<file path="src/design/three_axis_waypoint_interpolator_top_defines.svh">
// Assertion macros for the waypoint interpolator top.
`ifndef THREE_AXIS_WAYPOINT_INTERPOLATOR_TOP_DEFINES_SVH
`define THREE_AXIS_WAYPOINT_INTERPOLATOR_TOP_DEFINES_SVH

// Checked at every rising edge, held off while reset is low.
`define TWI_ASSERT(lbl, prop, msg) \
    lbl: assert property (@(posedge i_clk) disable iff (!i_rst_n) (prop)) else $error(msg);

// Checked at every rising edge, reset included.
`define TWI_ASSERT_ALWAYS(lbl, prop, msg) \
    lbl: assert property (@(posedge i_clk) (prop)) else $error(msg);

`endif

</file>
<file path="src/design/twi_pkg.sv">
package twi_pkg;

    localparam int PosW       = 32;
    localparam int DurW       = 16;
    localparam int MulW       = DurW + 1;
    localparam int ProdW      = PosW + MulW;
    localparam int CntW       = 6;
    localparam int EntryW     = 3 * PosW + DurW;
    localparam int QueueDepth = 4;

    typedef struct packed {
        logic                   start;
        logic signed [PosW-1:0] delta;
        logic [MulW-1:0]        mult;
        logic [DurW-1:0]        divisor;
    } t_md_req;

    typedef struct packed {
        logic             busy;
        logic             done;
        logic             neg;
        logic [ProdW-1:0] quot;
    } t_md_rsp;

    // Quarter of a sine period per 16 entries, full scale 32.
    function automatic logic [5:0] sine_level(input logic [4:0] idx);
        logic [5:0] v;
        case (idx)
            5'd0:    v = 6'd0;
            5'd1:    v = 6'd3;
            5'd2:    v = 6'd6;
            5'd3:    v = 6'd9;
            5'd4:    v = 6'd12;
            5'd5:    v = 6'd15;
            5'd6:    v = 6'd18;
            5'd7:    v = 6'd20;
            5'd8:    v = 6'd23;
            5'd9:    v = 6'd25;
            5'd10:   v = 6'd27;
            5'd11:   v = 6'd28;
            5'd12:   v = 6'd30;
            5'd13:   v = 6'd31;
            5'd14:   v = 6'd31;
            5'd15:   v = 6'd32;
            5'd16:   v = 6'd32;
            5'd17:   v = 6'd32;
            5'd18:   v = 6'd31;
            5'd19:   v = 6'd31;
            5'd20:   v = 6'd30;
            5'd21:   v = 6'd28;
            5'd22:   v = 6'd27;
            5'd23:   v = 6'd25;
            5'd24:   v = 6'd23;
            5'd25:   v = 6'd20;
            5'd26:   v = 6'd18;
            5'd27:   v = 6'd15;
            5'd28:   v = 6'd12;
            5'd29:   v = 6'd9;
            5'd30:   v = 6'd6;
            5'd31:   v = 6'd3;
            default: v = 6'd0;
        endcase
        return v;
    endfunction

endpackage

</file>
<file path="src/design/three_axis_waypoint_interpolator_top.sv">
// Push: one result, ready again once the result is registered, when the output is free.
// Tick on a moving segment: three results, one per axis, each through the serial
// multiply, the serial divide and control steps; the tick that ends a segment
// skips the multiply-divide and then loads the next waypoint, if one is queued.
// Idle tick: no result. One input item is worked on at a time.
// Reset (i_rst_n low at a clock edge) clears positions, deltas, segment and queue state.
`include "three_axis_waypoint_interpolator_top_defines.svh"

module three_axis_waypoint_interpolator_top #(
    parameter int QUEUE_DEPTH = twi_pkg::QueueDepth
) (
    input  logic        i_clk,
    input  logic        i_rst_n,
    input  logic        i_in_valid,
    output logic        o_in_ready,
    input  logic        i_kind,
    input  logic signed [31:0] i_target_x,
    input  logic signed [31:0] i_target_y,
    input  logic signed [31:0] i_target_z,
    input  logic [15:0] i_duration,
    output logic        o_out_valid,
    input  logic        i_out_ready,
    output logic [1:0]  o_axis,
    output logic        o_phase_a_sign,
    output logic [5:0]  o_phase_a_level,
    output logic        o_phase_b_sign,
    output logic [5:0]  o_phase_b_level,
    output logic signed [31:0] o_position,
    output logic        o_segment_done,
    output logic [2:0]  o_queue_count,
    output logic        o_push_accepted,
    output logic        o_last
);

    localparam int AW = (QUEUE_DEPTH > 1) ? $clog2(QUEUE_DEPTH) : 1;
    localparam int FW = $clog2(QUEUE_DEPTH + 1);
    localparam int PW = twi_pkg::PosW;
    localparam int DW = twi_pkg::DurW;

    // The sequencer walks the three axes of a tick one after another; on a moving
    // segment each goes through the shared serial multiply-divide unit.
    typedef enum logic [5:0] {
        ST_IDLE    = 6'b000001,
        ST_CALC    = 6'b000010,
        ST_WAITD   = 6'b000100,
        ST_FIN     = 6'b001000,
        ST_EMIT    = 6'b010000,
        ST_LOADEND = 6'b100000
    } t_state;

    t_state r_state, n_state;

    logic [PW-1:0] r_pos   [0:2];
    logic [PW-1:0] n_pos   [0:2];
    logic [PW-1:0] r_delta [0:2];
    logic [PW-1:0] n_delta [0:2];
    logic [DW-1:0] r_seg, n_seg;
    logic [DW-1:0] r_tick, n_tick;
    logic [AW-1:0] r_head, n_head;
    logic [FW-1:0] r_fill, n_fill;
    logic [1:0]    r_axis, n_axis;
    logic          r_is_push, n_is_push;
    logic          r_push_ok, n_push_ok;
    logic [PW-1:0] r_res_pos, n_res_pos;
    logic [PW-1:0] r_add_mag, n_add_mag;
    logic          r_add_neg, n_add_neg;

    logic          r_out_valid, n_out_valid;
    logic [1:0]    r_o_axis, n_o_axis;
    logic          r_o_a_sign, n_o_a_sign;
    logic [5:0]    r_o_a_level, n_o_a_level;
    logic          r_o_b_sign, n_o_b_sign;
    logic [5:0]    r_o_b_level, n_o_b_level;
    logic [PW-1:0] r_o_pos, n_o_pos;
    logic          r_o_done, n_o_done;
    logic [2:0]    r_o_count, n_o_count;
    logic          r_o_push_ok, n_o_push_ok;
    logic          r_o_last, n_o_last;

    logic                        w_in_acc;
    logic                        w_out_free;
    logic                        w_full;
    logic                        w_seg_end;
    logic                        w_load;
    logic [AW:0]                 w_tail_sum;
    logic [AW-1:0]               w_tail;
    logic [AW-1:0]               w_head_next;
    logic                        w_we;
    logic [twi_pkg::EntryW-1:0]  w_wdata;
    logic [twi_pkg::EntryW-1:0]  w_rdata;
    logic [PW-1:0]               w_tgt [0:2];
    logic [DW-1:0]               w_dur;
    logic [FW-1:0]               w_tick_count;
    logic [PW:0]                 w_qp;
    logic [PW:0]                 w_qm;
    logic [7:0]                  w_ib;
    twi_pkg::t_md_req            w_md_req;
    twi_pkg::t_md_rsp            w_md_rsp;

    assign o_in_ready = (r_state == ST_IDLE);
    assign w_in_acc   = i_in_valid && o_in_ready;
    assign w_out_free = !r_out_valid || i_out_ready;
    assign w_full     = (r_fill == FW'(QUEUE_DEPTH));
    assign w_seg_end  = (r_tick == r_seg);

    // Ring buffer addressing: the tail is head plus fill, folded once.
    assign w_tail_sum  = (AW+1)'(r_head) + (AW+1)'(r_fill);
    assign w_tail      = (w_tail_sum >= (AW+1)'(QUEUE_DEPTH)) ?
                         w_tail_sum[AW-1:0] - AW'(QUEUE_DEPTH) : w_tail_sum[AW-1:0];
    assign w_head_next = (r_head == AW'(QUEUE_DEPTH - 1)) ? '0 : r_head + 1'b1;

    assign w_we    = w_in_acc && i_kind && !w_full;
    assign w_wdata = {i_duration, i_target_z, i_target_y, i_target_x};

    // The queue memory reads the entry that will be at the head after this
    // edge, every cycle. A load can then follow another load back to back,
    // and a push always passes through the emit state before a tick can take it,
    // so the registered read data is current when a waypoint is taken.
    twi_ram #(
        .Width(twi_pkg::EntryW),
        .Depth(QUEUE_DEPTH),
        .AddrW(AW)
    ) u_queue (
        .i_clk  (i_clk),
        .i_we   (w_we),
        .i_waddr(w_tail),
        .i_wdata(w_wdata),
        .i_raddr(n_head),
        .o_rdata(w_rdata)
    );

    assign w_tgt[0] = w_rdata[PW-1:0];
    assign w_tgt[1] = w_rdata[2*PW-1:PW];
    assign w_tgt[2] = w_rdata[3*PW-1:2*PW];
    assign w_dur    = w_rdata[3*PW+DW-1:3*PW];

    twi_muldiv u_muldiv (
        .i_clk  (i_clk),
        .i_rst_n(i_rst_n),
        .i_req  (w_md_req),
        .o_rsp  (w_md_rsp)
    );

    // The tick that ends a segment reports the fill after the next load.
    assign w_tick_count = (w_seg_end && (r_fill != '0)) ? r_fill - 1'b1 : r_fill;

    // Rounding step (1 + q) / 2 toward zero, worked on the quotient magnitude.
    // Only the low 32 bits of the result reach the wrapped position sum.
    assign w_qp = w_md_rsp.quot[PW:0] + 1'b1;
    assign w_qm = w_md_rsp.quot[PW:0] - 1'b1;

    assign w_ib = r_res_pos[7:0] + 8'd16;

    always_comb begin
        n_state     = r_state;
        n_pos       = r_pos;
        n_delta     = r_delta;
        n_seg       = r_seg;
        n_tick      = r_tick;
        n_head      = r_head;
        n_fill      = r_fill;
        n_axis      = r_axis;
        n_is_push   = r_is_push;
        n_push_ok   = r_push_ok;
        n_res_pos   = r_res_pos;
        n_add_mag   = r_add_mag;
        n_add_neg   = r_add_neg;
        n_out_valid = r_out_valid && !i_out_ready;
        n_o_axis    = r_o_axis;
        n_o_a_sign  = r_o_a_sign;
        n_o_a_level = r_o_a_level;
        n_o_b_sign  = r_o_b_sign;
        n_o_b_level = r_o_b_level;
        n_o_pos     = r_o_pos;
        n_o_done    = r_o_done;
        n_o_count   = r_o_count;
        n_o_push_ok = r_o_push_ok;
        n_o_last    = r_o_last;
        w_load      = 1'b0;

        w_md_req.start   = 1'b0;
        w_md_req.delta   = r_delta[r_axis];
        w_md_req.mult    = {r_tick, 1'b1};
        w_md_req.divisor = r_seg;

        case (r_state)
            ST_IDLE: begin
                if (w_in_acc) begin
                    if (i_kind) begin
                        n_push_ok = !w_full;
                        if (!w_full) begin
                            n_fill = r_fill + 1'b1;
                        end
                        n_is_push = 1'b1;
                        n_state   = ST_EMIT;
                    end else if (r_seg == '0) begin
                        w_load = (r_fill != '0);
                    end else begin
                        n_is_push = 1'b0;
                        n_axis    = 2'd0;
                        n_state   = ST_CALC;
                    end
                end
            end
            ST_CALC: begin
                if (w_seg_end) begin
                    // Final tick: commit the target position of this axis.
                    n_pos[r_axis] = r_pos[r_axis] + r_delta[r_axis];
                    n_res_pos     = r_pos[r_axis] + r_delta[r_axis];
                    n_state       = ST_EMIT;
                end else begin
                    w_md_req.start = 1'b1;
                    n_state        = ST_WAITD;
                end
            end
            ST_WAITD: begin
                if (w_md_rsp.done) begin
                    n_add_neg = w_md_rsp.neg;
                    if (!w_md_rsp.neg) begin
                        n_add_mag = w_qp[PW:1];
                    end else if (w_md_rsp.quot == '0) begin
                        n_add_mag = '0;
                    end else begin
                        n_add_mag = w_qm[PW:1];
                    end
                    n_state = ST_FIN;
                end
            end
            ST_FIN: begin
                n_res_pos = r_add_neg ? r_pos[r_axis] - r_add_mag
                                      : r_pos[r_axis] + r_add_mag;
                n_state   = ST_EMIT;
            end
            ST_EMIT: begin
                if (w_out_free) begin
                    n_out_valid = 1'b1;
                    if (r_is_push) begin
                        n_o_axis    = 2'd0;
                        n_o_a_sign  = 1'b0;
                        n_o_a_level = '0;
                        n_o_b_sign  = 1'b0;
                        n_o_b_level = '0;
                        n_o_pos     = '0;
                        n_o_done    = 1'b0;
                        n_o_count   = 3'(r_fill);
                        n_o_push_ok = r_push_ok;
                        n_o_last    = 1'b1;
                        n_state     = ST_IDLE;
                    end else begin
                        n_o_axis    = r_axis;
                        n_o_a_sign  = r_res_pos[5];
                        n_o_a_level = twi_pkg::sine_level(r_res_pos[4:0]);
                        n_o_b_sign  = w_ib[5];
                        n_o_b_level = twi_pkg::sine_level(w_ib[4:0]);
                        n_o_pos     = r_res_pos;
                        n_o_done    = (r_axis == 2'd2) && w_seg_end;
                        n_o_count   = 3'(w_tick_count);
                        n_o_push_ok = 1'b0;
                        n_o_last    = (r_axis == 2'd2);
                        if (r_axis != 2'd2) begin
                            n_axis  = r_axis + 1'b1;
                            n_state = ST_CALC;
                        end else if (w_seg_end) begin
                            n_seg   = '0;
                            n_state = (r_fill != '0) ? ST_LOADEND : ST_IDLE;
                        end else begin
                            n_tick  = r_tick + 1'b1;
                            n_state = ST_IDLE;
                        end
                    end
                end
            end
            ST_LOADEND: begin
                w_load  = 1'b1;
                n_state = ST_IDLE;
            end
            default: begin
                n_state = ST_IDLE;
            end
        endcase

        // Take the head waypoint: deltas from the committed positions.
        if (w_load) begin
            for (int k = 0; k < 3; k++) begin
                n_delta[k] = w_tgt[k] - r_pos[k];
            end
            n_seg  = w_dur;
            n_tick = '0;
            n_head = w_head_next;
            n_fill = r_fill - 1'b1;
        end
    end

    always_ff @(posedge i_clk) begin
        if (!i_rst_n) begin
            r_state     <= ST_IDLE;
            r_seg       <= '0;
            r_tick      <= '0;
            r_head      <= '0;
            r_fill      <= '0;
            r_axis      <= '0;
            r_is_push   <= 1'b0;
            r_out_valid <= 1'b0;
            for (int k = 0; k < 3; k++) begin
                r_pos[k]   <= '0;
                r_delta[k] <= '0;
            end
        end else begin
            r_state     <= n_state;
            r_seg       <= n_seg;
            r_tick      <= n_tick;
            r_head      <= n_head;
            r_fill      <= n_fill;
            r_axis      <= n_axis;
            r_is_push   <= n_is_push;
            r_out_valid <= n_out_valid;
            r_pos       <= n_pos;
            r_delta     <= n_delta;
        end
        r_push_ok   <= n_push_ok;
        r_res_pos   <= n_res_pos;
        r_add_mag   <= n_add_mag;
        r_add_neg   <= n_add_neg;
        r_o_axis    <= n_o_axis;
        r_o_a_sign  <= n_o_a_sign;
        r_o_a_level <= n_o_a_level;
        r_o_b_sign  <= n_o_b_sign;
        r_o_b_level <= n_o_b_level;
        r_o_pos     <= n_o_pos;
        r_o_done    <= n_o_done;
        r_o_count   <= n_o_count;
        r_o_push_ok <= n_o_push_ok;
        r_o_last    <= n_o_last;
    end

    assign o_out_valid     = r_out_valid;
    assign o_axis          = r_o_axis;
    assign o_phase_a_sign  = r_o_a_sign;
    assign o_phase_a_level = r_o_a_level;
    assign o_phase_b_sign  = r_o_b_sign;
    assign o_phase_b_level = r_o_b_level;
    assign o_position      = r_o_pos;
    assign o_segment_done  = r_o_done;
    assign o_queue_count   = r_o_count;
    assign o_push_accepted = r_o_push_ok;
    assign o_last          = r_o_last;

    `TWI_ASSERT(a_fill_bound, r_fill <= FW'(QUEUE_DEPTH), "queue fill beyond depth")
    `TWI_ASSERT(a_tick_bound, (r_seg != '0) |-> (r_tick <= r_seg), "tick past segment end")
    `TWI_ASSERT(a_md_done, w_md_rsp.done |-> (r_state == ST_WAITD), "divider done unexpected")
    `TWI_ASSERT(a_md_start, w_md_req.start |-> !w_md_rsp.busy, "divider started while busy")

endmodule

</file>
<file path="src/design/twi_ram.sv">
module twi_ram #(
    parameter int Width = 8,
    parameter int Depth = 4,
    parameter int AddrW = (Depth > 1) ? $clog2(Depth) : 1
) (
    input  logic             i_clk,
    input  logic             i_we,
    input  logic [AddrW-1:0] i_waddr,
    input  logic [Width-1:0] i_wdata,
    input  logic [AddrW-1:0] i_raddr,
    output logic [Width-1:0] o_rdata
);

    logic [Width-1:0] r_mem [0:Depth-1];
    logic [Width-1:0] r_rdata;

    always_ff @(posedge i_clk) begin
        if (i_we) begin
            r_mem[i_waddr] <= i_wdata;
        end
        r_rdata <= r_mem[i_raddr];
    end

    assign o_rdata = r_rdata;

endmodule

</file>
<file path="src/design/twi_muldiv.sv">
// Bit-serial signed multiply (one multiplier bit per cycle) followed by a
// restoring divide (one quotient bit per cycle), in sign-magnitude form.
module twi_muldiv (
    input  logic             i_clk,
    input  logic             i_rst_n,
    input  twi_pkg::t_md_req i_req,
    output twi_pkg::t_md_rsp o_rsp
);

    typedef enum logic [2:0] {
        S_IDLE = 3'b001,
        S_MUL  = 3'b010,
        S_DIV  = 3'b100
    } t_md_state;

    t_md_state r_state, n_state;
    logic [twi_pkg::CntW-1:0]  r_cnt, n_cnt;
    logic [twi_pkg::ProdW-1:0] r_p, n_p;
    logic [twi_pkg::PosW-1:0]  r_mag, n_mag;
    logic [twi_pkg::DurW-1:0]  r_rem, n_rem;
    logic [twi_pkg::DurW-1:0]  r_div, n_div;
    logic                      r_neg, n_neg;
    logic                      r_done, n_done;

    logic [twi_pkg::PosW:0]    w_sum;
    logic [twi_pkg::DurW:0]    w_sh;
    logic [twi_pkg::DurW:0]    w_diff;
    logic                      w_ge;

    always_comb begin
        w_sum  = {1'b0, r_p[twi_pkg::ProdW-1:twi_pkg::MulW]}
               + (r_p[0] ? {1'b0, r_mag} : '0);
        w_sh   = {r_rem, r_p[twi_pkg::ProdW-1]};
        w_diff = w_sh - {1'b0, r_div};
        w_ge   = (w_sh >= {1'b0, r_div});

        n_state = r_state;
        n_cnt   = r_cnt;
        n_p     = r_p;
        n_mag   = r_mag;
        n_rem   = r_rem;
        n_div   = r_div;
        n_neg   = r_neg;
        n_done  = 1'b0;

        case (r_state)
            S_IDLE: begin
                if (i_req.start) begin
                    n_neg   = i_req.delta[twi_pkg::PosW-1];
                    n_mag   = i_req.delta[twi_pkg::PosW-1] ?
                              (twi_pkg::PosW'(0) - i_req.delta) : i_req.delta;
                    n_p     = {{twi_pkg::PosW{1'b0}}, i_req.mult};
                    n_div   = i_req.divisor;
                    n_rem   = '0;
                    n_cnt   = twi_pkg::CntW'(twi_pkg::MulW - 1);
                    n_state = S_MUL;
                end
            end
            S_MUL: begin
                n_p = {w_sum, r_p[twi_pkg::MulW-1:1]};
                if (r_cnt == '0) begin
                    n_cnt   = twi_pkg::CntW'(twi_pkg::ProdW - 1);
                    n_state = S_DIV;
                end else begin
                    n_cnt = r_cnt - 1'b1;
                end
            end
            S_DIV: begin
                n_rem = w_ge ? w_diff[twi_pkg::DurW-1:0] : w_sh[twi_pkg::DurW-1:0];
                n_p   = {r_p[twi_pkg::ProdW-2:0], w_ge};
                if (r_cnt == '0) begin
                    n_done  = 1'b1;
                    n_state = S_IDLE;
                end else begin
                    n_cnt = r_cnt - 1'b1;
                end
            end
            default: begin
                n_state = S_IDLE;
            end
        endcase
    end

    always_ff @(posedge i_clk) begin
        if (!i_rst_n) begin
            r_state <= S_IDLE;
            r_done  <= 1'b0;
            r_cnt   <= '0;
        end else begin
            r_state <= n_state;
            r_done  <= n_done;
            r_cnt   <= n_cnt;
        end
        r_p   <= n_p;
        r_mag <= n_mag;
        r_rem <= n_rem;
        r_div <= n_div;
        r_neg <= n_neg;
    end

    assign o_rsp.busy = (r_state != S_IDLE);
    assign o_rsp.done = r_done;
    assign o_rsp.neg  = r_neg;
    assign o_rsp.quot = r_p;

endmodule
</file>
<file path="config.mk">
export PLATFORM = sky130hd
export DESIGN_NAME = three_axis_waypoint_interpolator_top
export DESIGN_NICKNAME = d
export VERILOG_FILES = /design/src/design/twi_pkg.sv /design/src/design/three_axis_waypoint_interpolator_top.sv /design/src/design/twi_ram.sv /design/src/design/twi_muldiv.sv
export VERILOG_INCLUDE_DIRS = /design/src /design/src/design
export SDC_FILE = /design/constraint.sdc
export NUM_CORES = 2
export LEC_CHECK = 0
export ABC_AREA = 1
export BUFFER_PORTS_ARGS = -buffer_cell sky130_fd_sc_hd__buf_2
export CAP_MARGIN = 20
export CORE_ASPECT_RATIO = 1.4
export CORE_MARGIN = 2
export CORE_UTILIZATION = 45
export CTS_CLUSTER_DIAMETER = 100
export CTS_CLUSTER_SIZE = 24
export DETAILED_ROUTE_END_ITERATION = 10
export PLACE_DENSITY = 0.7
export SYNTH_ARGS = -nofsm -noshare
export SYNTH_HDL_FRONTEND = slang
export SYNTH_HIERARCHICAL = 1
export SYNTH_SLANG_ARGS = --single-unit
</file>
<file path="constraint.sdc">
create_clock -name i_clk -period 11.3 [get_ports i_clk]
set_clock_uncertainty 0.1 [all_clocks]
set_input_delay 1.13 -clock i_clk [delete_from_list [all_inputs] [get_ports i_clk]]
set_output_delay 1.13 -clock i_clk [all_outputs]
set_load 0.05 [all_outputs]
</file>
## After elaboration in Yosys (flattened, before gate mapping)

Memories as Yosys holds them, arrays and structs flattened. A register that Yosys moved wholly into a read port is not among the register bits.
Cells that the tools add are included.

| word-level totals | value |
|---|---|
| memories | 3 |
| bits in registers | 471 |
| ROM bits | 384 |
| memory bits (writable) | 448 |
| latch bits | 0 |
| word-level logic and storage cells | 214 |

| cells by class | value |
|---|---|
| eq/ne operators | 31 |
| shift operators | 0 |
| bitwise operators | 5 |
| $add $sub $neg | 19 |
| magnitude comparators | 3 |
| reductions and logical operators | 43 |
| multipliers | 0 |
| divide/modulo/power cells | 0 |
| mux-type cells | 75 |

Memory list:

| memory | words | width | read ports | clocked after memory_dff | write ports | RTL line | text |
|---|---|---|---|---|---|---|---|
| u_queue.r_mem | 4 | 112 | 1 | 1 | 1 | twi_ram.sv:14 | `logic [Width-1:0] r_mem [0:Depth-1];` |
| (no name shown) | 32 | 6 | 1 | 1 | 0 | twi_pkg.sv:28 | `case (idx)` |
| (no name shown) | 32 | 6 | 1 | 1 | 0 | twi_pkg.sv:28 |  |

Operators by type and width:

| cell | number |
|---|---|
| 2-to-1 mux 32 bit | 10 |
| one-hot mux 49 bit (3 select lines) | 1 |
| binary-select mux 32 bit (select 2 bit) | 2 |
| 2-to-1 mux 16 bit | 8 |
| subtractor 32 bit | 4 |
| bitwise mux 96 bit | 1 |
| 2-to-1 mux 6 bit | 12 |
| adder 32 bit | 2 |
| demux 32 bit (select 2 bit) | 1 |
| one-hot mux 32 bit (2 select lines) | 1 |
| logical NOT 49 bit | 1 |
| 2-to-1 mux 49 bit | 1 |
| adder 32 x 33 -> 33 bit | 1 |
| adder 33 x 1 -> 33 bit, second input constant | 1 |
| subtractor 33 x 1 -> 33 bit, second input constant | 1 |
| one-hot mux 16 bit (2 select lines) | 1 |
| subtractor 1 x 32 -> 32 bit, first input constant | 1 |
| 2-to-1 mux 31 bit | 1 |
| 2-to-1 mux 3 bit | 10 |
| one-hot mux 6 bit (5 select lines) | 1 |
| inequality test 2 bit, second input constant | 10 |
| one-hot mux 6 bit (3 select lines) | 1 |
| nonzero test 2 bit | 9 |
| greater-or-equal comparator 17 x 16 -> 1 bit | 1 |
| 43 further kinds | 94 |

## Logic depth before layout (Yosys ltp)

| depth | value |
|---|---|
| depth in word-level cells | 7 |
| depth in mapped cells | 22 |
| depth with buffers taken out | 22 |

## Modules after synthesis

The synthesis kept the hierarchy.

By module, submodules not included:

| module | area each (µm²) | times used | sequential area each (µm²) | cells an instance |
|---|---|---|---|---|
| three_axis_waypoint_interpolator_top | 29772.3 | 1 | 8358.0 | 4904 |
| twi_ram | 21069.0 | 1 | 15695.1 | 1875 |
| twi_muldiv | 9454.1 | 1 | 3623.5 | 1370 |

## Worst setup path after synthesis

No wires, ideal clock.

| timing path | value |
|---|---|
| path type | input port to flip-flop |
| from | input port i_kind |
| to | memory u_queue/r_mem[2][0] in the netlist's numbering (enable) |
| path slack | 1.348 ns |
| path buffers | 0 |
| data arrival time | 9.131 ns |
| stages | 8 |
| cells stage by stage | inv_1 > nor2_1 > nand2_1 > inv_1 > nand2_1 > inv_1 > inv_1 > nor3_1 |

| between the ends | value |
|---|---|
| longest elaborated chain between the ends | 4 |

RTL lines:

| what | RTL line | text |
|---|---|---|
| from (decl) | three_axis_waypoint_interpolator_top.sv:16 | `input logic i_kind,` |
| logical AND 1 bit (2 in series) | three_axis_waypoint_interpolator_top.sv:112 | `assign w_we = w_in_acc && i_kind && !w_full;` |
| named net w_we | three_axis_waypoint_interpolator_top.sv:88 | `logic w_we;` |
| 2-to-1 mux 1 bit | twi_ram.sv:18 | `if (i_we) begin` |
| 2-to-1 mux 1 bit (not written as such) | twi_ram.sv:19 | `r_mem[i_waddr] <= i_wdata;` |
| to (decl) | twi_ram.sv:14 |  |

The timed path passes the listed nets, and every way through them passes these cells.

==> flow_metrics.py <==
metrics = {
    "clocking": {
        "cts_buffers": 52,
        "clk_latency_ns": 0.73,
        "cts.reportedPaths.clkPinSlew_ns": 0.10,
        "cts_tree": "yes",
        "cts_sinks": 1042,
        "h-tree-depth": 2,
        "ctsResizeCount": 0,
        "cts_hold_buf": 0,
        "clockBufferDepth": 3,
        "cts_setup_buffers": 0,
        "cts_root_buf": "clkbuf_16",
    },
    "die": {
        "coreArea_um2": 133000,
        "die_area_um2": 137000,
        "die_h_um": 437,
        "ios": 173,
        "num_rows": 158,
        "initial_core_util_pct": 45.5,
        "die_w_um": 313,
    },
    "yosys": {
        "yosysUniqueCellTypes": 55,
        "avgSynthCellArea_um2": 7.40,
        "ys_top_cells_by_area": "edfxtp_1 (34%), nand2_1 (16%), dfxtp_1 (12%), inv_1 (9.4%), nand3_1 (5.1%)",
        "post-synth-top-area-cell": "edfxtp_1",
        "async_reset_ff_share_pct": 0,
        "syn_area_um2": 60300,
        "syn_inst": 8149,
        "synth_fp_nets": 8500,
        "yosys_warnings": 6,
        "yosysTopAreaCellShare_pct": 33.9,
        "synth_flop_cell": "edfxtp_1",
        "ys_ff_latch": 1042,
        "seq_area_frac_synth_pct": 45.9,
        "synth_edf_count": 681,
    },
    "sta": {
        "clock.fmax_mhz": 195,
        "fin_crit_sh_pct": 45.3,
        "hold_slack_ns": 0.334,
        "setup_ws_ns": 6.18,
        "fin_crit_ns": 5.12,
        "final_hold_viol_count": 0,
        "fin_setup_tns_ns": 0,
        "max-slew-margin-rel_pct": 10.9,
        "setup_viol": 0,
        "rsz0062_at_grt": "false",
        "tightest_slew_ns": 1.33,
        "drv_slew": 0,
    },
    "route": {
        "first_pass_iters": 8,
        "routed_via_density": 5.16,
        "vias": 51700,
        "avgRoutedWirePerCell_um": 18.7,
        "ant_nets": 0,
        "drc": 0,
        "drt_first_iter_violations": 4168,
        "wl_mm": 188,
    },
    "power": {
        "power_density_nw_per_um2": 233,
        "finalPower_w": 0.0150,
        "ir_drop_mv": 0.166,
        "p_leak_nw": 30.9,
    },
    "grt": {
        "antenna_found_initial": 15,
        "grt_max_degree": 113,
        "first_global_vias": 48600,
        "overflow": 0,
        "grt_usage_pct": 26.8,
        "grt_pass1_wl_mm": 283,
    },
    "worst_setup_path": {
        "r2r_slack_ns": 6.18,
        "worstSetupEndpointType": "flop",
        "r2r_end": "r_res_pos[10]",
        "worst-setup-path-type": "flop to flop",
        "regToRegStartpoint": "r_axis[0]",
        "reg2regPathDepth": 14,
        "worst-path-max-fanout": 89,
        "critPathArrivalTime_ns": 5.49,
        "start_kind": "flop",
        "required_ns": 11.67,
    },
    "finish": {
        "num-fill-cells": 13000,
        "seq_area_um2": 27700,
        "area_growth_pct": 6.76,
        "nets": 8549,
        "final_area_um2": 64400,
        "drive_above_1_share_pct": 4.26,
        "multi_input_comb_area_um2": 25800,
    },
    "outcome": {
        "outcome": "completed",
    },
    "placed_design": {
        "io_buffers": 172,
        "gp_congestion": 1.02,
        "place_area_um2": 62700,
        "hpwl_mm": 145,
        "pre_cts_ws_ns": 5.98,
    },
    "flow_run": {
        "drv_cap": 0,
    },
    "hold_path": {
        "hold_path.class": "flop to flop",
        "holdCritStartpoint": "u_queue/o_rdata[110]",
        "holdPathEnd": "r_seg[14]",
        "whs_path_depth": 2,
    },
}
==> worst max-delay path, cell delays in order (launching register included) <==
cell and delay [ns]:
dfxtp_1 0.87, inv_2 0.31, buf_4 0.47, o21ai_0 0.38, o21ai_0 0.35, ha_1 0.47
nand2_1 0.12, nor2_1 0.33, nand2_1 0.09, nand3_1 0.25, nand2_1 0.09, nand2_1 0.18
xor2_1 0.51, nand2_1 0.12, o21ai_0 0.23
==> synthesized netlist by cell type, types with 79 or more instances <==
cell type / n
nand3_1: 620
nand4_1: 79
edfxtp_1: 681
xor2_1: 125
dfxtp_1: 361
a21oi_1: 284
nor3_1: 82
ha_1: 227
nor2_1: 720
inv_1: 1506
clkbuf_1: 94
nand2_1: 2623
o21ai_0: 304
==> metal layers <==
layer / wire (um) / part of all wire, % / vias to the layer above / track usage, %
li1: - / - / 25600 / -
met1: 73900 / 39 / 24000 / 32.2
met2: 91000 / 48 / 1606 / 46.8
met3: 10700 / 5.7 / 400 / 2.98
met4: 12100 / 6.4 / 10 / 14.9
met5: 61 / 0.032 / - / 0
==> through the flow <==
step / cells / util [%]
global placement: 9899 / 47.2
CTS: 9999 / 48.5
global route: 10000 / 48.5
floorplan: 8149 / -
finish: 10000 / 48.5
detailed placement: 9901 / 47.3
==> where the power goes <==
group	total (W)	leakage (nW)	switching, W	internal (W)
combinational	0.00769	21.0	0.00544	0.00225
clock	0.00218	0.757	0.00128	0.000901
sequential	0.00515	9.08	0.000363	0.00479
total	0.0150	30.9	0.00708	0.00794
==> logic make-up (layout without fill, tap and decap cells) <==
kind of cell | after synthesis | count (layout) | share of synthesized area [%]
buffers and inverters | 1743 | 1836 | 11.3
other | 1 | 11 | 0.00622
DFF | 1042 | 1042 | 45.9
AOI/OAI and AO/OA | 705 | 705 | 6.24
adders and majority gates | 234 | 234 | 4.94
and+or+nand+nor | 4230 | 4230 | 28.7
xor gates and xnor gates | 194 | 194 | 2.82
==> how the worst max path moves through the flow <==
stage | from | endpoint | slack (ns) | depth (start not counted)
global route | r_axis[0] | r_res_pos[24] | 5.88 | 19
detailed placement | r_axis[1] | r_res_pos[10] | 5.98 | 16
global placement | r_axis[1] | r_res_pos[10] | 6.03 | 16
floorplan | i_kind | u_queue/r_mem[2][0] | 1.35 | 8
CTS | r_axis[1] | r_res_pos[10] | 5.95 | 16
finish | r_axis[0] | r_res_pos[10] | 6.18 | 14
==> registers in the layout, indices dropped and copies added, names as in the netlist, 32 cells and up <==
signal           flops
r_delta             96
u_muldiv/r_mag      32
u_queue/o_rdata    112
o_position          32
u_muldiv/r_p        49
r_res_pos           32
u_queue/r_mem      448
r_add_mag           32
r_pos               96
==> area by class of cell <==
class                      count  share of cell area, %
sequential                  1042                   43.0
multi-input combinational   5364                   40.1
inverter                    1517                   8.86
tap                         1760                   3.42
clock buffer                  87                   2.23
timing repair buffer         221                   2.11
clock inverter                11                  0.227
antenna                       10                 0.0389
==> cell usage in the layout (no fill, tap or decap), drive strengths merged, types with 2 or more instances in the layout <==
cell / count
a21boi: 2
a21o: 4
a21oi: 284
a22oi: 2
and2: 10
and3: 4
buf: 221
clkbuf: 87
clkinv: 7
dfxtp: 361
diode: 10
edfxtp: 681
fa: 7
ha: 227
inv: 1521
nand2: 2633
nand3: 624
nand3b: 29
nand4: 80
nor2: 738
nor3: 84
nor3b: 2
nor4: 13
o211ai: 7
o21a: 3
o21ai: 322
o21bai: 25
o221ai: 13
o22ai: 32
o31ai: 4
or2: 12
xnor2: 69
xor2: 125
Power figures use the tool's default switching activity.
